File: src/hdl/u8san_pkg.sv
// Package for the UTF-8 byte sanitizer: item types, queue job type, constants and helpers.
package u8san_pkg;

  localparam int QDEPTH = 4;
  localparam int QPTRW  = $clog2(QDEPTH);

  localparam logic [7:0] LEAD1_MASK = 8'h80;
  localparam logic [7:0] LEAD2_MASK = 8'hE0;
  localparam logic [7:0] LEAD2_CODE = 8'hC0;
  localparam logic [7:0] LEAD3_MASK = 8'hF0;
  localparam logic [7:0] LEAD3_CODE = 8'hE0;
  localparam logic [7:0] LEAD4_MASK = 8'hF8;
  localparam logic [7:0] LEAD4_CODE = 8'hF0;
  localparam logic [7:0] CONT_MASK  = 8'hC0;
  localparam logic [7:0] CONT_CODE  = 8'h80;
  localparam logic [7:0] QMARK      = 8'h3F;

  typedef struct packed {
    logic [7:0] text_byte;
    logic       final_byte;
  } in_item_t;

  typedef struct packed {
    logic [7:0] out_byte;
    logic       run_end;
    logic       text_end;
  } out_item_t;

  // One completed run of up to four bytes, already classified.
  typedef struct packed {
    logic [3:0][7:0] bytes;
    logic [3:0][2:0] lens;
    logic [3:0]      cont;
    logic [2:0]      n;
    logic            fin;
  } job_t;

  typedef struct packed {
    logic full;
    logic nonempty;
  } q_status_t;

  // Sequence length announced by a lead byte; zero for an unknown form.
  function automatic logic [2:0] lead_len(input logic [7:0] b);
    logic [2:0] len;
    if ((b & LEAD1_MASK) == 8'h00) begin
      len = 3'd1;
    end else if ((b & LEAD2_MASK) == LEAD2_CODE) begin
      len = 3'd2;
    end else if ((b & LEAD3_MASK) == LEAD3_CODE) begin
      len = 3'd3;
    end else if ((b & LEAD4_MASK) == LEAD4_CODE) begin
      len = 3'd4;
    end else begin
      len = 3'd0;
    end
    return len;
  endfunction

  function automatic logic is_cont(input logic [7:0] b);
    return (b & CONT_MASK) == CONT_CODE;
  endfunction

endpackage

File: src/hdl/u8san_front.sv
// Front end: accepts bytes, gathers open sequences and hands finished runs to the queue.
module u8san_front import u8san_pkg::*; (
  input  logic      clk,
  input  logic      rst,
  input  logic      byte_valid,
  input  in_item_t  byte_item,
  input  q_status_t q_status,
  output logic      byte_stall,
  output logic      push,
  output job_t      push_job
);

  logic [7:0]      held [3];
  logic [2:0]      exp_len;
  logic [2:0]      exp_len_next;
  logic [1:0]      held_count;
  logic [1:0]      held_count_next;
  logic            hold_we;
  logic [1:0]      hold_idx;
  logic            accept;
  logic [2:0]      len_in;
  logic [2:0]      total;
  job_t            job;

  assign byte_stall = q_status.full;
  assign accept     = byte_valid && !q_status.full;
  assign len_in     = lead_len(byte_item.text_byte);
  assign total      = {1'b0, held_count} + 3'd1;

  always_comb begin
    job             = '0;
    push            = 1'b0;
    hold_we         = 1'b0;
    hold_idx        = 2'd0;
    exp_len_next    = exp_len;
    held_count_next = held_count;
    if (accept) begin
      if (exp_len == 3'd0) begin
        if (len_in >= 3'd2 && !byte_item.final_byte) begin
          hold_we         = 1'b1;
          hold_idx        = 2'd0;
          exp_len_next    = len_in;
          held_count_next = 2'd1;
        end else begin
          push          = 1'b1;
          job.bytes[0]  = byte_item.text_byte;
          job.n         = 3'd1;
        end
      end else begin
        if (total < exp_len && !byte_item.final_byte) begin
          hold_we         = 1'b1;
          hold_idx        = held_count;
          held_count_next = total[1:0];
        end else begin
          push = 1'b1;
          for (int j = 0; j < 3; j++) begin
            if (2'(j) < held_count) begin
              job.bytes[j] = held[j];
            end
          end
          job.bytes[held_count] = byte_item.text_byte;
          job.n                 = total;
          exp_len_next          = 3'd0;
          held_count_next       = 2'd0;
        end
      end
    end
    job.fin = byte_item.final_byte;
    for (int j = 0; j < 4; j++) begin
      job.lens[j] = lead_len(job.bytes[j]);
      job.cont[j] = is_cont(job.bytes[j]);
    end
    push_job = job;
  end

  always_ff @(posedge clk) begin
    if (rst) begin
      exp_len    <= 3'd0;
      held_count <= 2'd0;
    end else begin
      exp_len    <= exp_len_next;
      held_count <= held_count_next;
    end
  end

  always_ff @(posedge clk) begin
    if (hold_we) begin
      held[hold_idx] <= byte_item.text_byte;
    end
  end

endmodule

File: src/hdl/u8san_queue.sv
// Short job queue between the front end and the back end.
module u8san_queue import u8san_pkg::*; (
  input  logic      clk,
  input  logic      rst,
  input  logic      push,
  input  job_t      push_job,
  input  logic      pop,
  output q_status_t q_status,
  output job_t      head
);

  job_t             slots [QDEPTH];
  logic [QPTRW-1:0] wr_ptr;
  logic [QPTRW-1:0] rd_ptr;
  logic [QPTRW:0]   count;

  assign q_status.full     = (count == (QPTRW+1)'(QDEPTH));
  assign q_status.nonempty = (count != '0);
  assign head              = slots[rd_ptr];

  always_ff @(posedge clk) begin
    if (rst) begin
      wr_ptr <= '0;
      rd_ptr <= '0;
      count  <= '0;
    end else begin
      if (push) begin
        wr_ptr <= wr_ptr + 1'b1;
      end
      if (pop) begin
        rd_ptr <= rd_ptr + 1'b1;
      end
      if (push && !pop) begin
        count <= count + 1'b1;
      end else if (pop && !push) begin
        count <= count - 1'b1;
      end
    end
  end

  always_ff @(posedge clk) begin
    if (push) begin
      slots[wr_ptr] <= push_job;
    end
  end

endmodule

File: src/hdl/u8san_back.sv
// Back end: walks each run one result at a time, validating sequences and driving the output register.
module u8san_back import u8san_pkg::*; (
  input  logic      clk,
  input  logic      rst,
  input  q_status_t q_status,
  input  job_t      head,
  output logic      pop,
  output logic      res_valid,
  input  logic      res_stall,
  output out_item_t res_item
);

  job_t       work;
  logic       work_act;
  logic [2:0] pos;
  logic [1:0] pass_left;

  logic [1:0] idx;
  logic [1:0] look;
  logic [2:0] cur_len;
  logic [2:0] reach;
  logic       fits;
  logic       seq_ok;
  logic [7:0] emit_byte;
  logic [2:0] pos_next;
  logic [1:0] pass_next;
  logic       last;
  logic       adv;

  assign idx     = pos[1:0];
  assign cur_len = work.lens[idx];
  assign reach   = pos + cur_len;
  assign fits    = (cur_len != 3'd0) && (reach <= work.n);

  always_comb begin
    seq_ok = 1'b1;
    look   = idx;
    for (int j = 1; j < 4; j++) begin
      look = idx + 2'(j);
      if (3'(j) < cur_len && !work.cont[look]) begin
        seq_ok = 1'b0;
      end
    end
  end

  always_comb begin
    if (pass_left != 2'd0) begin
      emit_byte = work.bytes[idx];
      pos_next  = pos + 3'd1;
      pass_next = pass_left - 2'd1;
    end else if (!fits) begin
      emit_byte = QMARK;
      pos_next  = pos + 3'd1;
      pass_next = 2'd0;
    end else if (seq_ok) begin
      emit_byte = work.bytes[idx];
      pos_next  = pos + 3'd1;
      pass_next = 2'(cur_len - 3'd1);
    end else begin
      emit_byte = QMARK;
      pos_next  = reach;
      pass_next = 2'd0;
    end
  end

  assign last = (pos_next >= work.n);
  assign adv  = work_act && (!res_valid || !res_stall);
  assign pop  = q_status.nonempty && (!work_act || (adv && last));

  always_ff @(posedge clk) begin
    if (rst) begin
      work_act  <= 1'b0;
      res_valid <= 1'b0;
    end else begin
      if (pop) begin
        work_act <= 1'b1;
      end else if (adv && last) begin
        work_act <= 1'b0;
      end
      if (adv) begin
        res_valid <= 1'b1;
      end else if (!res_stall) begin
        res_valid <= 1'b0;
      end
    end
  end

  always_ff @(posedge clk) begin
    if (pop) begin
      work      <= head;
      pos       <= 3'd0;
      pass_left <= 2'd0;
    end else if (adv) begin
      pos       <= pos_next;
      pass_left <= pass_next;
    end
    if (adv) begin
      res_item.out_byte <= emit_byte;
      res_item.run_end  <= last;
      res_item.text_end <= last && work.fin;
    end
  end

endmodule

File: src/hdl/utf8_byte_sanitizer.sv
// Top level of the UTF-8 byte sanitizer: front end, job queue and back end.
//
//   Channel  Direction  Handshake             Payload
//   byte     in         byte_valid/byte_stall  byte_item (text_byte, final_byte)
//   res      out        res_valid/res_stall    res_item (out_byte, run_end, text_end)
//
// The front end takes one byte per cycle whenever the job queue has room. A byte
// that completes a sequence, or ends the text, turns into one job in the queue.
// While res_stall is low, the back end emits one result per cycle and pops the next
// job in the same cycle as the last result of the current one, so the sustained rate
// is one byte per cycle. A job goes from a queue slot to the work register to res_item.
// Reset (synchronous, active high) closes any open sequence and empties the queue.
// A stall on the result side fills the queue; byte_stall rises only when it is full.
module utf8_byte_sanitizer import u8san_pkg::*; (
  input  logic      clk,
  input  logic      rst,
  input  logic      byte_valid,
  output logic      byte_stall,
  input  in_item_t  byte_item,
  output logic      res_valid,
  input  logic      res_stall,
  output out_item_t res_item
);

  q_status_t q_status;
  logic      push;
  job_t      push_job;
  logic      pop;
  job_t      head;

  // Gathers lead and continuation bytes and classifies each finished run.
  u8san_front u_front (
    .clk        (clk),
    .rst        (rst),
    .byte_valid (byte_valid),
    .byte_item  (byte_item),
    .q_status   (q_status),
    .byte_stall (byte_stall),
    .push       (push),
    .push_job   (push_job)
  );

  // Decouples the byte side from the result side.
  u8san_queue u_queue (
    .clk      (clk),
    .rst      (rst),
    .push     (push),
    .push_job (push_job),
    .pop      (pop),
    .q_status (q_status),
    .head     (head)
  );

  // Validates each run and produces one result per transfer.
  u8san_back u_back (
    .clk       (clk),
    .rst       (rst),
    .q_status  (q_status),
    .head      (head),
    .pop       (pop),
    .res_valid (res_valid),
    .res_stall (res_stall),
    .res_item  (res_item)
  );

endmodule
File: config.mk
export PLATFORM = sky130hd
export DESIGN_NAME = utf8_byte_sanitizer
export DESIGN_NICKNAME = d
export VERILOG_FILES = /design/src/hdl/u8san_pkg.sv /design/src/hdl/u8san_front.sv /design/src/hdl/u8san_queue.sv /design/src/hdl/u8san_back.sv /design/src/hdl/utf8_byte_sanitizer.sv
export SDC_FILE = /design/constraint.sdc
export NUM_CORES = 1
export LEC_CHECK = 0
export ABC_AREA = 1
export BUFFER_PORTS_ARGS = -buffer_cell sky130_fd_sc_hd__buf_2
export CORE_MARGIN = 10
export CORE_UTILIZATION = 40
export DETAILED_ROUTE_END_ITERATION = 6
export HOLD_SLACK_MARGIN = 0.03
export PLACE_DENSITY = 0.6
export SLEW_MARGIN = 0
export SYNTH_ARGS = -nofsm -noshare
export SYNTH_HDL_FRONTEND = slang
export SYNTH_SLANG_ARGS = --single-unit
File: constraint.sdc
create_clock -name clk -period 8.15 [get_ports clk]
set_input_delay 0 -clock clk [delete_from_list [all_inputs] [get_ports clk]]
set_output_delay 0 -clock clk [all_outputs]
set_load 0.1 [all_outputs]
==> results.md, run 1 <==
- Final Critical Period: 6.23 ns
- Antenna fix cells: 0
- Grt total ovfl: 0
- Period utilization: 76.4%
- Clock skew: 0.0169 ns
- Most frequent cell after synthesis: edfxtp_1
- Inserted Clock Buffers: 31
- Pins Over Slew Limit: 0
- Total of max-cap violations: 0
- Worst setup path class: flop to flop
- Final setup violation count: 0
- Worst setup EP type: flop
- DP HPWL: 18200 microns
- Clock tree sinks: 313
- Fmax: 0.161 GHz
- Die Wd: 200 microns
- Nets: 1125
- First-pass GRT wire length: 44900 microns
- Routed vias: 7983
- Fill count: 2827
- CTS Root Cell: clkbuf_16
- Worst rel slew slack: 26.2%
- I/O Buffers: 24
- Startpoint Class: flop
- Clock buffer depth: 3
- H-tree depth: 1
- CORE AREA: 0.0317 sq mm
- Starting Density: 40.8%
- Outcome: complete, no violations
- Most frequent cells after synthesis: edfxtp_1, nor2_1, o21ai_0
- Pleak: 5.07 nW
- DR WL/cell: 19.3 microns
- Cell taking the most area after synthesis: edfxtp_1
- Ports: 25
- Post-synth design cell area: 0.0129 sq mm
- Die Span Y: 200 microns
- Crit-path slowest cell: buf_4
- Synth cell types: 46
- Multi-input gate area: 0.00323 sq mm
- Reg clk slew, reported paths: 0.06 ns
- Syn Area/Cell: 12.2 sq um
- Syn_nets: 1093
- Drt pass-1 iters: 7
- GRT Total Usage: 14.6%
- Post-CTS Resized: 0
- CP arrival: 6.65 ns
- Max stage delay on crit path: 0.57 ns
- Worst Path Max Fanout: 60
- Largest net degree at the start of global routing: 91
- Gate Count Post-Synth: 1057
- Maximum VDD drop: 319 uV
- Vias per inst: 5.27
- Design Power: 0.00574 W
- RSZ-0062 raised after global routing: no
- Final hold vios: 0
- Clk_lat worst skew: 0.56 ns
- Initial DRC count: 692
- Slew @ Worst Pin: 1.10 ns
- Row Count: 65
- Die area: 0.0400 sq mm
- Reg area: 0.00921 sq mm
- TNS Setup: 0 ns
- RePlAce Congestion: 0.876
- Post-synthesis async set-or-reset flop share: 0%
- Share of post-route cells with drive strength above 1: 11.1%
- CP most frequent cell: nand2_1
- Antenna Nets Post-Route: 0
- FF+latch count, synth: 313
- CTS tree: done
- Critical Path RT: 8.58 ns
- Post-DP Area: 0.0135 sq mm
- Antenna violations before repair: 0
- EDFF count, synth: 294
- Final wirelength: 29200 microns
- Synth area leaders: edfxtp_1, o21ai_0, nor2_1
- Primary FF master, synth: edfxtp_1
- HP Class: primary input to flop
- Layout area overhead: 13.5%
- Yosys warning total: 0
- Vias in the first global route: 7476
- Final Instance Area: 0.0147 sq mm
- DRC: 0
- Pwr per Cell Area: 391 mW/mm^2
- Share of the synthesized area in the top cell type: 68.2%
- Post-synthesis sequential area ratio: 71.2%
metal layers:
layer / track usage, % / wire length (microns) / vias to the layer above / part of all wire [%]
met5: 0 / 0 / - / 0
met4: 3.08 / 482 / 0 / 1.6
met3: 2.08 / 1650 / 36 / 5.6
met2: 22.7 / 13200 / 219 / 45
met1: 21.2 / 13900 / 3885 / 48
li1: - / - / 3843 / -
cell type report:
cell class                 instances  area share, %
tap                              402           3.43
sequential                       313           62.7
clock buffer                      33           5.33
inverter                          84           2.23
multi-input combinational        612           22.0
timing repair buffer              47           2.20
clock inverter                    24           2.10
worst paths after layout:
path                                          from                  to  slack, ns  cells past startpoint
worst max-delay path                 u_back.pos[0]    u_queue.count[1]       1.92                     34
worst max register to register       u_back.pos[0]    u_queue.count[1]       1.92                     34
worst min-delay path                    byte_valid   u_queue.wr_ptr[1]       0.15                      5
worst min register to register  u_front.exp_len[1]  u_front.exp_len[1]       0.46                      2
state kept, by name, summed over array words and instances, names as in the netlist:
name and count:
u_back.pos 3, u_back.work 52, u_front.held_count 2, u_back.work_act 1, u_queue.slots 208, u_back.res_valid 1
u_back.pass_left 2, u_queue.rd_ptr 2, u_front.exp_len 3, u_queue.count 3, u_front.held 24, u_back.res_item 10
u_queue.wr_ptr 2
critical path: cells and delay by family (launching register included):
family	cells	cell delay (ns)
adder cells (fa/ha/maj)	6	1.75
buffers and inverters	9	1.67
AND/OR/NAND/NOR	12	1.07
AO/OA/AOI/OAI	5	0.71
flip-flops	1	0.52
XOR/XNOR	2	0.38
through the flow:
| stage | std cells | setup slack [ns] | utilization (%) | hold slack (ns) |
|---|---|---|---|---|
| after floorplan | 1057 | 2.03 | - | 0.0691 |
| after global placement | 1446 | 2.22 | 42.5 | 0.248 |
| after detailed placement | 1446 | 1.96 | 42.5 | 0.258 |
| after CTS | 1515 | 1.95 | 46.3 | 0.139 |
| after global routing | 1515 | 1.41 | 46.3 | 0.165 |
| final | 1515 | 1.92 | 46.3 | 0.149 |
repair_timing:
| item | CTS | global route |
|---|---|---|
| endpoints found under the hold margin | 95 | 0 |
| setup buffers | 0 | 0 |
| hold buffers | 12 | 0 |
cells in the final DEF, fill, tap and decap left out, types with 8 or more instances in the layout:
cell type and instances:
clkbuf_16 31, nand3_1 27, ha_1 21, nor2_4 8
nand2_1 96, dlygate4sd3_1 12, o22ai_1 54, dfxtp_1 17
nor2_1 172, buf_2 24, a21oi_1 32, o21ai_0 145
buf_4 11, edfxtp_1 294, inv_1 74
power breakdown:
group | internal [W] | switching, W | leakage [nW] | total (W)
logic | 0.000502 | 0.00138 | 1.71 | 0.00188
clock network | 0.000918 | 0.000598 | 0.534 | 0.00152
registers | 0.00221 | 0.000139 | 2.83 | 0.00235
kinds of logic after synthesis:
group	after synthesis	share of synthesized area, %
XOR/XNOR	4	0.271
AO/OA/AOI/OAI	259	11.3
AND/OR/NAND/NOR	326	10.7
buffers and inverters	132	4.19
flip-flops	313	71.2
adder cells (fa/ha/maj)	23	2.34
Note: power is estimated with default switching activity, not from simulation.
==> inputs of run 2 (changes only) <==
--- a/config.mk
+++ b/config.mk
@@ -5,13 +5,13 @@
 export SDC_FILE = /design/constraint.sdc
 export NUM_CORES = 1
 export LEC_CHECK = 0
-export ABC_AREA = 1
+export ABC_AREA = 0
 export BUFFER_PORTS_ARGS = -buffer_cell sky130_fd_sc_hd__buf_2
 export CORE_MARGIN = 10
 export CORE_UTILIZATION = 40
 export DETAILED_ROUTE_END_ITERATION = 6
 export HOLD_SLACK_MARGIN = 0.03
-export PLACE_DENSITY = 0.6
+export PLACE_DENSITY = 0.62
 export SLEW_MARGIN = 0
 export SYNTH_ARGS = -nofsm -noshare
 export SYNTH_HDL_FRONTEND = slang
==> constraint.sdc (replaced) <==
create_clock -name clk -period 5.4 [get_ports clk]
set_input_delay 0 -clock clk [delete_from_list [all_inputs] [get_ports clk]]
set_output_delay 0 -clock clk [all_outputs]
set_load 0.1 [all_outputs]
==> results.md, run 2 <==
- Post-DP Area: 0.0133 sq mm (was 0.0135 sq mm)
- Fill count: 2678 (was 2827)
- Largest net degree at the start of global routing: 53 (was 91)
- Post-synthesis async set-or-reset flop share: 0% (unchanged)
- H-tree depth: 1 (unchanged)
- DR WL/cell: 21.4 microns (was 19.3 microns)
- Commonest non-fill, non-tap cells in the layout: edfxtp_1, mux4_2, nor2_1 (was edfxtp_1, nor2_1, o21ai_0)
- Antenna fix cells: 0 (unchanged)
- Drt pass-1 iters: 5 (was 7)
- Post-synthesis sequential area ratio: 72.8% (was 71.2%)
- First-pass GRT wire length: 39600 microns (was 44900 microns)
- Worst Path Max Fanout: 8 (was 60)
- Max reg flops: 208 (unchanged)
- Startpoint Class: flop (unchanged)
- Slew @ Worst Pin: 0.997 ns (was 1.10 ns)
- Final Critical Period: 5.12 ns (was 6.23 ns)
- GRT Total Usage: 13.1% (was 14.6%)
- Antenna violations before repair: 0 (unchanged)
- Post-synth design cell area: 0.0126 sq mm (was 0.0129 sq mm)
- Nets: 802 (was 1125)
- EDFF count, synth: 294 (unchanged)
- DP HPWL: 16000 microns (was 18200 microns)
- Final hold vios: 0 (unchanged)
- Largest Register: u_queue.slots (unchanged)
- Clk_lat worst skew: 0.55 ns (was 0.56 ns)
- Yosys warning total: 0 (unchanged)
- Fmax: 0.195 GHz (was 0.161 GHz)
- Die Wd: 198 microns (was 200 microns)
- Most frequent cell after synthesis: edfxtp_1 (unchanged)
- RSZ-0062 raised after global routing: no (unchanged)
- CP arrival: 5.60 ns (was 6.65 ns)
- Synth area leaders: edfxtp_1, mux4_2, dfxtp_1 (was edfxtp_1, o21ai_0, nor2_1)
- DRC: 0 (unchanged)
- FF+latch count, synth: 313 (unchanged)
- HP Class: primary input to flop (unchanged)
- Layout area overhead: 14.6% (was 13.5%)
- Critical Path RT: 5.88 ns (was 8.58 ns)
- Critical R2R Launch: u_back.pos[0] (unchanged)
- CP most frequent cell: ha_1 (was nand2_1)
- Synth cell types: 57 (was 46)
- Worst rel slew slack: 33.4% (was 26.2%)
- CORE AREA: 0.0314 sq mm (was 0.0317 sq mm)
- Reg clk slew, reported paths: 0.06 ns (about the same)
- Final wirelength: 25500 microns (was 29200 microns)
- Worst setup path class: flop to flop (unchanged)
- Share of the synthesized area in the top cell type: 69.8% (was 68.2%)
- Routed vias: 6388 (was 7983)
- Max stage delay on crit path: 0.55 ns (was 0.57 ns)
- CTS tree: done (unchanged)
- Cell taking the most area after synthesis: edfxtp_1 (unchanged)
- Crit-path slowest cell: mux4_2 (was buf_4)
- Share of post-route cells with drive strength above 1: 22.3% (was 11.1%)
- Syn_nets: 743 (was 1093)
- Grt total ovfl: 0 (unchanged)
- CTS Root Cell: clkbuf_16 (unchanged)
- Period utilization: 94.8% (was 76.4%)
- Final Instance Area: 0.0145 sq mm (was 0.0147 sq mm)
- Pleak: 4.90 nW (was 5.07 nW)
- Primary FF master, synth: edfxtp_1 (unchanged)
- Clock tree sinks: 313 (unchanged)
- Clock skew: 0.00930 ns (was 0.0169 ns)
- Row Count: 65 (unchanged)
- Most frequent cells after synthesis: edfxtp_1, mux4_2, nor2_1 (was edfxtp_1, nor2_1, o21ai_0)
- Gate Count Post-Synth: 707 (was 1057)
- Leading cell type in the layout, fill and taps excluded: edfxtp_1 (unchanged)
- Pwr per Cell Area: 556 mW/mm^2 (was 391 mW/mm^2)
- Final setup violation count: 0 (unchanged)
- Design Power: 0.00805 W (was 0.00574 W)
- TNS Setup: 0 ns (unchanged)
- Fin Hold WS: 0.268 ns (was 0.149 ns)
- Syn Area/Cell: 17.9 sq um (was 12.2 sq um)
- Fin util: 46.1% (was 46.3%)
- Die area: 0.0391 sq mm (was 0.0400 sq mm)
- Hold path endpoint: u_queue.slots[0][0] (was u_queue.wr_ptr[1])
- Ports: 25 (unchanged)
- Worst path cell trace: mux4_2, ha_1, inv_1, fa_1, xor2_2, xnor2_2, inv_1, ha_1, a211o_1, a221o_1, a21o_4, a21oi_2, ha_1, nand2b_1, a21oi_2, o211ai_1, nand2_2, ha_1, inv_1, fa_1, xor2_1, or3_1, a21oi_1
- Maximum VDD drop: 283 uV (was 319 uV)
- Vias per inst: 5.36 (was 5.27)
- Launch point of the worst hold path: byte_item[0] (was byte_valid)
- Hold depth: 2 (was 5)
- Outcome: complete, no violations (unchanged)
- Total of max-cap violations: 0 (unchanged)
- R2R depth: 23 (was 34)
- Inserted Clock Buffers: 31 (unchanged)
- Worst setup EP type: flop (unchanged)
- Pins Over Slew Limit: 0 (unchanged)
- Clock buffer depth: 3 (unchanged)
- I/O Buffers: 24 (unchanged)
- Vias in the first global route: 6574 (was 7476)
- FF-to-FF setup slack: 0.28 ns (was 1.92 ns)
- Reg2reg end: u_queue.count[2] (was u_queue.count[1])
- Antenna Nets Post-Route: 0 (unchanged)
- Starting Density: 40.3% (was 40.8%)
- RePlAce Congestion: 0.834 (was 0.876)
- Initial DRC count: 604 (was 692)
- Largest regs: u_queue.slots: 208 flops, u_back.work: 52 flops, u_front.held: 24 flops (unchanged)
- Die Span Y: 198 microns (was 200 microns)
==> run 2: layout make-up <==
cell class	instances	area [sq um]	area share [%]
clock buffers	38	802	5.54
repair buffers	54	432	2.98
flip-flops and latches	313	9220	63.6
well taps	402	503	3.47
multi-input cells	342	3270	22.6
inverters	24	93.8	0.648
clock inverters	19	168	1.16
==> run 2: report_power, final <==
part / switching [W] / leakage [nW] / internal [W]
registers: 0.000222 / 3.00 / 0.00330
clock network: 0.000861 / 0.482 / 0.00119
logic: 0.00151 / 1.42 / 0.000957
total: 0.00259 / 4.90 / 0.00545
==> run 2: cell families after synthesis <==
kind of cell             count (synthesis)  share of synthesized area [%]
adder cells (fa/ha/maj)                 23                           2.39
XOR/XNOR                                 7                          0.485
buffers and inverters                   52                           1.63
multiplexers                            72                           12.0
AO/OA/AOI/OAI                           87                           4.61
AND/OR/NAND/NOR                        153                           6.05
flip-flops                             313                           72.8
==> run 2: stage by stage <==
stage / worst slack [ns] / std cells
2_1_floorplan: 0.0269 / 707
3_3_place_gp: 0.198 / 1120
3_5_place_dp: 0.0636 / 1120
4_1_cts: 0.00668 / 1190
5_1_grt: 0.0160 / 1192
6_report: 0.278 / 1192
==> run 2: worst max-delay path, delay by kind of cell, from the launching register on <==
kind / cells / cell delay, ns
AOI/OAI and AO/OA: 7 / 1.49
DFF: 1 / 0.35
and+or+nand+nor: 3 / 0.56
adders and majority gates: 6 / 1.39
xor gates and xnor gates: 3 / 0.50
buffers and inverters: 3 / 0.19
muxes: 1 / 0.55
==> run 2: layer usage <==
layer  GRT usage, %  wire length, microns  part of all wire [%]
met1           18.7                 12000                    47
met2           20.7                 12000                    47
met3           1.82                  1060                   4.2
met4           3.42                   431                   1.7
met5              0                     0                     0
==> run 2: what timing repair did <==
item | CTS | global route
hold buffers | 13 | 0
endpoints found under the hold margin | 82 | 0
setup buffers | 0 | 2
gates resized for setup | 0 | 9
setup endpoints to repair | 0 | 41
==> run 2: worst max-delay path by stage <==
| stage | start | end | cells past startpoint |
|---|---|---|---|
| global placement | u_back.pos[0] | u_queue.count[2] | 24 |
| floorplan | u_back.pos[0] | u_back.pass_left[0] | 21 |
| detailed placement | u_back.pos[1] | u_queue.count[2] | 23 |
| finish | u_back.pos[0] | u_queue.count[2] | 23 |
| global route | u_back.pos[0] | u_queue.count[2] | 24 |
| CTS | u_back.pos[0] | u_queue.count[2] | 24 |
==> inputs of run 3 (changes only) <==
--- a/config.mk
+++ b/config.mk
@@ -5,7 +5,7 @@
 export SDC_FILE = /design/constraint.sdc
 export NUM_CORES = 1
 export LEC_CHECK = 0
-export ABC_AREA = 0
+export ABC_AREA = 1
 export BUFFER_PORTS_ARGS = -buffer_cell sky130_fd_sc_hd__buf_2
 export CORE_MARGIN = 10
 export CORE_UTILIZATION = 40
==> results.md, run 3 (synthesis results as in run 1) <==
- Die area: 0.0400 sq mm (was 0.0391 sq mm)
- Period utilization: 91.4% (was 94.8%)
- Pwr per Cell Area: 597 mW/mm^2 (was 556 mW/mm^2)
- Final wirelength: 28700 microns (was 25500 microns)
- CP arrival: 5.43 ns (was 5.60 ns)
- Reg clk slew, reported paths: 0.06 ns (about the same)
- Final Critical Period: 4.93 ns (was 5.12 ns)
- Dpl cells: 1449 (was 1120)
- Initial DRC count: 858 (was 604)
- GRT Total Usage: 14.3% (was 13.1%)
- TNS Setup: 0 ns (unchanged)
- Slew @ Worst Pin: 1.08 ns (was 0.997 ns)
- Leading cell type in the layout, fill and taps excluded: edfxtp_1 (unchanged)
- Startpoint Class: flop (unchanged)
- Grt total ovfl: 0 (unchanged)
- Share of post-route cells with drive strength above 1: 11.6% (was 22.3%)
- RePlAce Congestion: 0.864 (was 0.834)
- Worst Path Max Fanout: 20 (was 8)
- Clock tree sinks: 313 (unchanged)
- Vias in the first global route: 7702 (was 6574)
- Critical Path RT: 5.89 ns (was 5.88 ns)
- R2R depth: 30 (was 23)
- Ports: 25 (unchanged)
- DR WL/cell: 18.9 microns (was 21.4 microns)
- H-tree depth: 1 (unchanged)
- Hold depth: 5 (was 2)
- Die Span Y: 200 microns (was 198 microns)
- DRC: 0 (unchanged)
- CTS tree: done (unchanged)
- CTS Root Cell: clkbuf_16 (unchanged)
- Vias per inst: 5.30 (was 5.36)
- Layout area overhead: 13.9% (was 14.6%)
- Nets: 1131 (was 802)
- I/O Buffers: 24 (unchanged)
- Row Count: 65 (unchanged)
- Outcome: complete, no violations (unchanged)
- Antenna fix cells: 0 (unchanged)
- Commonest non-fill, non-tap cells in the layout: edfxtp_1, nor2_1, o21ai_0 (was edfxtp_1, mux4_2, nor2_1)
- Final hold vios: 0 (unchanged)
- WP depth: 30 (was 23)
- Final setup violation count: 0 (unchanged)
- Pleak: 5.09 nW (was 4.90 nW)
- Worst setup path class: flop to flop (unchanged)
- Clk_lat worst skew: 0.55 ns (about the same)
- Routed vias: 8045 (was 6388)
- Crit-path slowest cell: fa_1 (was mux4_2)
- Worst rel slew slack: 27.9% (was 33.4%)
- Largest Register: u_queue.slots (unchanged)
- Fin cells: 1518 (was 1192)
- CP most frequent cell: nand2_1 (was ha_1)
- Clock skew: 0.0165 ns (was 0.00930 ns)
- Starting Density: 40.8% (was 40.3%)
- Maximum VDD drop: 373 uV (was 283 uV)
- CORE AREA: 0.0317 sq mm (was 0.0314 sq mm)
- Max stage delay on crit path: 0.42 ns (was 0.55 ns)
- Total of max-cap violations: 0 (unchanged)
- Worst setup EP type: flop (unchanged)
- Top delay family on crit path: adder cells (was compound AO/OA/AOI/OAI gates)
- Largest net degree at the start of global routing: 67 (was 53)
- Clock buffer depth: 3 (unchanged)
- Fmax: 0.203 GHz (was 0.195 GHz)
- Pins Over Slew Limit: 0 (unchanged)
- Max reg flops: 208 (unchanged)
- Largest regs: u_queue.slots: 208 flops, u_back.work: 52 flops, u_front.held: 24 flops (unchanged)
- Inserted Clock Buffers: 31 (unchanged)
- Min setup slack post-route: 0.467 ns (was 0.278 ns)
- Antenna violations before repair: 0 (unchanged)
- DP HPWL: 18000 microns (was 16000 microns)
- Drt pass-1 iters: 5 (unchanged)
- Die Wd: 200 microns (was 198 microns)
- Antenna Nets Post-Route: 0 (unchanged)
- First-pass GRT wire length: 44600 microns (was 39600 microns)
- Pre-CTS setup slack: 0.242 ns (was 0.0636 ns)
- WP buf/inv: 5 (was 3)
- HP Class: primary input to flop (unchanged)
==> run 3: routing by layer <==
metal	vias up	wire, microns	global-route usage [%]
li1	3850	-	-
met4	0	690	3.93
met1	3914	13300	20.0
met2	231	12900	22.7
met5	-	0	0
met3	50	1850	2.49
==> run 3: worst min-delay path: stages <==
cell and delay [ns]:
buf_2 0.09, inv_1 0.13, nor2_8 0.10, nand3_1 0.09, nor2_1 0.08
==> run 3: through the flow <==
step | total power, W | area [sq um] | hold slack [ns] | utilization, %
final | 0.00880 | 14700 | 0.159 | 46.5
after global routing | 0.00934 | 14700 | 0.184 | 46.5
after CTS | 0.00866 | 14700 | 0.144 | 46.3
after detailed placement | 0.00641 | 13500 | 0.242 | 42.6
after global placement | 0.00635 | 13500 | 0.241 | 42.6
after floorplan | 0.00560 | 12900 | 0.0691 | -
==> run 3: worst paths after layout <==
path	slack, ns	end	from
setup reg to reg	0.47	u_queue.count[2]	u_back.pos[0]
setup / recovery	0.47	u_queue.count[2]	u_back.pos[0]
hold reg to reg	0.47	u_front.exp_len[1]	u_front.exp_len[1]
hold / removal	0.16	u_queue.slots[3][13]	byte_valid
==> run 3: area by class of cell <==
cell class | instances | area (sq um)
fillers | 2810 | 17000
clock buffers | 42 | 827
clock inverters | 12 | 233
multi-input cells | 612 | 3250
well taps | 402 | 503
flip-flops and latches | 313 | 9220
inverters | 84 | 328
repair buffers | 53 | 384
==> run 3: where the power goes <==
group	internal (W)	total [W]	leakage [nW]	switching, W
registers	0.00334	0.00353	2.83	0.000194
logic	0.000896	0.00302	1.74	0.00212
clock network	0.00139	0.00225	0.515	0.000852
total	0.00563	0.00880	5.09	0.00317
==> run 3: what timing repair did <==
action / CTS / global route
setup endpoints to repair: 0 / 58
hold endpoints to repair: 83 / 0
hold buffers: 12 / 0
gates resized for setup: 0 / 10
buffers inserted: 0 / 3
